File: src/hw/rtl/skt_ram.sv
`default_nettype none

// Simple dual-port RAM: one write port, one read port with registered data.
module skt_ram #(
    parameter int WIDTH = 8,
    parameter int DEPTH = 16
) (
    input  logic                     clk,
    input  logic                     we,
    input  logic [$clog2(DEPTH)-1:0] waddr,
    input  logic [WIDTH-1:0]         wdata,
    input  logic [$clog2(DEPTH)-1:0] raddr,
    output logic [WIDTH-1:0]         rdata
);

    logic [WIDTH-1:0] mem [DEPTH];

    always_ff @(posedge clk)
    begin
        if (we)
        begin
            mem[waddr] <= wdata;
        end
    end

    always_ff @(posedge clk)
    begin
        rdata <= mem[raddr];
    end

endmodule

`default_nettype wire

File: config.mk
export PLATFORM = sky130hd
export DESIGN_NAME = skt_ram
export DESIGN_NICKNAME = d
export VERILOG_FILES = /design/src/hw/rtl/skt_ram.sv
export SDC_FILE = /design/constraint.sdc
export NUM_CORES = 1
export LEC_CHECK = 0
export ABC_AREA = 1
export ABC_CLOCK_PERIOD_IN_PS = 1000
export BUFFER_PORTS_ARGS = -buffer_cell sky130_fd_sc_hd__buf_4
export CORE_ASPECT_RATIO = 1.2
export CORE_MARGIN = 10
export CORE_UTILIZATION = 46
export DETAILED_ROUTE_END_ITERATION = 10
export GPL_TIMING_DRIVEN = 0
export PLACE_DENSITY = 0.7
export SYNTH_ARGS = -nofsm -noshare
export SYNTH_HDL_FRONTEND = slang
export SYNTH_SLANG_ARGS = --single-unit
export TNS_END_PERCENT = 20
File: constraint.sdc
create_clock -name clk -period 1 [get_ports clk]
set_input_delay 0.05 -clock clk [delete_from_list [all_inputs] [get_ports clk]]
set_output_delay 0.05 -clock clk [all_outputs]
set_load 0.01 [all_outputs]
# Word level (Yosys, flattened, before mapping)
# Memory sizes are Yosys's and may differ from the RTL's. A register that Yosys moved wholly into a read port is not among the register bits.
# Cells that the tools add are included.
[totals] output_inout_bits=8 memories=1 register_bits=0 ram_bits=128 wordCells=3 in_bits=18
[mem_list] memory="mem" words=16 width=8 read_ports=1 rd_clocked_by_memory_dff=1 write_ports=1 line="16" rtl="logic [WIDTH-1:0] mem [DEPTH];"
[op_classes] muxes=2
[op_table] op="2-to-1 mux 1 bit" n=2

# Longest topological paths before layout
[depth] depth_word=2 depth_mapped=8 mapped_depth_nobuf=7

# Worst setup path after synthesis
# Ideal clock, no wire load.
[synth_timing] path_type="input-to-reg" startpoint="input port waddr[3]" endpoint="memory mem[4][0] (enable)" path_slack_ns=-0.001 path_stages=2 setup_ns=0.370 n_path_buf=0 arrival_ns=0.631 required_ns=0.630 cell_sequence="nand3b_1 -> nor2_1"
[synth_lines] item="start, declared" line="10" rtl="input logic [$clog2(DEPTH)-1:0] waddr,"
[synth_lines] item="end, declared" line="16"
# No word-level cell before the write port.

# Worst setup path in the final report
[layout_timing] startpoint="input port waddr[2]" endpoint="memory mem[8][6] (enable)"
# No word-level cell before the write port.

==> summary.txt <==
Logic synthesis
  • FF+latch count, synth: 136
  • Post-Syn Nets: between 500 and 600
  • Post-synthesis sequential area ratio: 0.6943
  • Synth Area per Inst: 10.47 um^2
  • Synth warn: 0
  • Post-synth cell types: 12
  • Cells after Synth: 551
  • Post-Syn Area: around 5800 um^2

Floorplan
  • Die span in x: 122.2 um
  • Core Region: 12170 um^2
  • Die H: 142.7 um
  • Initial Utilization: 0.4740
  • Die area: 17430 um^2
  • IO Count: 26
  • Placement row count: between 40 and 50

STA
  • Final Hold Vio Count: 0
  • Post-route setup slack: -28.28 ps
  • Fin crit share: 1.028
  • Worst-Margin Slew: around 740 ps
  • Relative slew slack: 0.5047
  • RSZ-0062 raised after global routing: yes
  • Final min period: 1028 ps
  • Hold Slack: between 10 and 15 ps
  • Worst Skew: 5.499 ps
  • Final Setup Violations: 26
  • Slew Limit Fails: 0
  • Achievable Freq: 0.9725 GHz

Detailed routing
  • Vias per inst: 5.130
  • Drt pass-1 iters: 5
  • Drc violations: 0
  • Iteration-0 DRC Markers: 442
  • Drt total wl: 13.96 mm
  • Vias: 3950
  • Post-route ant nets: 0
  • Drt wl/cell: 18.13 um

Status
  • Failing checks: negative setup slack
  • Outcome: finished, violations left

Cells and area
  • N_diodes: 0
  • Commonest non-fill, non-tap cell in the layout: nand2_1
  • Layout cell share with drive strength beyond 1: 0.1691
  • Layout area overhead: 19.44%
  • Post-layout net count: 615
  • Most frequent cells in the layout: 171 x nand2_1, 128 x edfxtp_1, 100 x inv_1

Clock tree
  • Root Driver: clkbuf_16
  • CTS Buf Count: 17
  • Htree depth: 4
  • Clock-pin slew on the worst setup and hold paths: 50 ps
  • CTS tree: built
  • Max clock buf depth: 2
  • Clock sink count: ~140
  • Postcts setup bufs: 0
  • Worst-skew pair later-pin latency: roughly 410 ps

Power and ir drop
  • Switching power: 2.862 mW
  • Comb power frac: 0.070
  • Clock network power share: 0.451
  • Internal power: 10.53 mW
  • Switch share: 0.2137
  • Power Density: roughly 2000 nW/um^2
  • Reg power frac: 0.478
  • Pleak: 2.961 nW
  • Max VDD drop: about 1.1 mV

Critical path
  • Worst EP required: about 1000 ps
  • Crit path DAT: 1060 ps
  • Reg-to-reg critical path endpoint: rdata[0]
  • Slowest Stage Delay on Critical Path: 630 ps
  • Critical path, cell by cell: buf_4 > nand3b_1 > nor2_1
  • CP max-delay cell: nor2_1
  • Launching point of the worst reg2reg path: mem[5][0]
  • Worst Path Max Fanout: 8
  • Reg2reg setup slack: -10 ps
  • CP endpoint kind: register
  • Critical path buffer and inverter count: 1
  • Nature of the critical path startpoint: input pin
  • Crit path from: waddr[2]
  • R2R cell count: 6
  • CP Class: in2reg
  • Delay-heaviest family, CP: simple AND/OR/NAND/NOR gates

GRT
  • Initial antenna violation count: 0
  • Largest net degree at the start of global routing: 17
  • Global Route Usage Sum: 0.1604
  • Vias in the first global route: 3796
  • First-pass GRT wire length: about 21 mm
  • Gr ovfl total: 0

Placement
  • Post-place setup slack: -558.4 ps
  • Placer Congestion: 0.9214
  • PortBufs: 22
  • Post-detail-place hpwl: 9.092 mm

Hold path
  • Hold Path Sink: mem[13][3]
  • Hold WC Path Type: in2reg
  • Min-delay src: wdata[3]
  • Hold Path Cell Cnt: 1

Run
  • Max_cap viols: 0
## cells by family after synthesis
family | Yosys count | share of synthesized area
DFF | 136 | 0.6943
buffers and inverters | 126 | 0.09525
and+or+nand+nor | 289 | 0.2105
## Yosys cell counts, drive strengths merged
cell type	count	area (um^2)
edfxtp	128	3844
nor2	17	63.81
nand2	173	649.4
dfxtp	8	160.2
inv	102	382.9
nand3b	2	15.01
buf	24	166.4
nand3	97	485.5
## per-stage QoR
step           instance area, um^2  total power [mW]    util  TNS, ps  std cells
2_1_floorplan                 5767             6.990       -   -54.05        551
3_3_place_gp                  6133             7.359  0.5041   -50350        734
3_5_place_dp                  6133             7.384  0.5041   -54530        734
4_1_cts                       6798             13.37  0.5587   -450.5        770
5_1_grt                       6888             13.70  0.5661    -1875        770
6_report                      6888             13.39  0.5661   -517.8        770
## state kept, by name, summed over array words and instances, names as in the netlist
register,cells
mem,128
rdata,8
## per-layer routing
layer  vias to the layer above  global-route usage  share of wire
met3                        24             0.04576          0.082
met5                         -                   0              0
li1                       1863                   -              -
met1                      1870              0.2006           0.41
met4                         0             0.07826          0.028
met2                       193              0.2500           0.48
## how the worst max path moves through the flow
stage	end	depth (start not counted)	slack (ps)
CTS	mem[8][6]	3	-20
global placement	mem[6][1]	3	-500
detailed placement	mem[6][4]	3	-560
floorplan	mem[4][0]	2	-0.8
finish	mem[8][6]	3	-30
global route	mem[11][6]	3	-70
## power by group through the flow
stage | clock, mW | combinational, mW | sequential [mW]
5_1_grt | 6.27 | 1.02 | 6.42
3_5_place_dp | 0 | 0.859 | 6.53
3_3_place_gp | 0 | 0.840 | 6.52
6_report | 6.04 | 0.944 | 6.41
2_1_floorplan | 0 | 0.450 | 6.54
4_1_cts | 6.06 | 0.899 | 6.41
## worst register-to-register path, stage by stage, from the launching register on
cell      delay [ps]
edfxtp_1         360
inv_1             70
nand2_1           50
nand3_1          120
nand3_2           90
nand3_2          120
nand2_1           90
## layout make-up
class / instances / area [um^2]
inverters: 102 / 382.9
flip-flops and latches: 136 / 4004
clock inverters: 12 / 133.9
multi-input cells: 289 / 1351
clock buffers: 19 / 432.9
well taps: 161 / 201.4
repair buffers: 27 / 215.2
plain buffers: 24 / 166.4
fillers: 980 / 5279
## what timing repair did
action | 4_1_cts | 5_1_grt
resized for setup | 13 | 20
setup endpoints to repair | 69 | 72
hold buffers | 5 | 0
pin swaps | 2 | 6
hold endpoints to repair | 78 | 0
(Power assumes the default switching activity.)
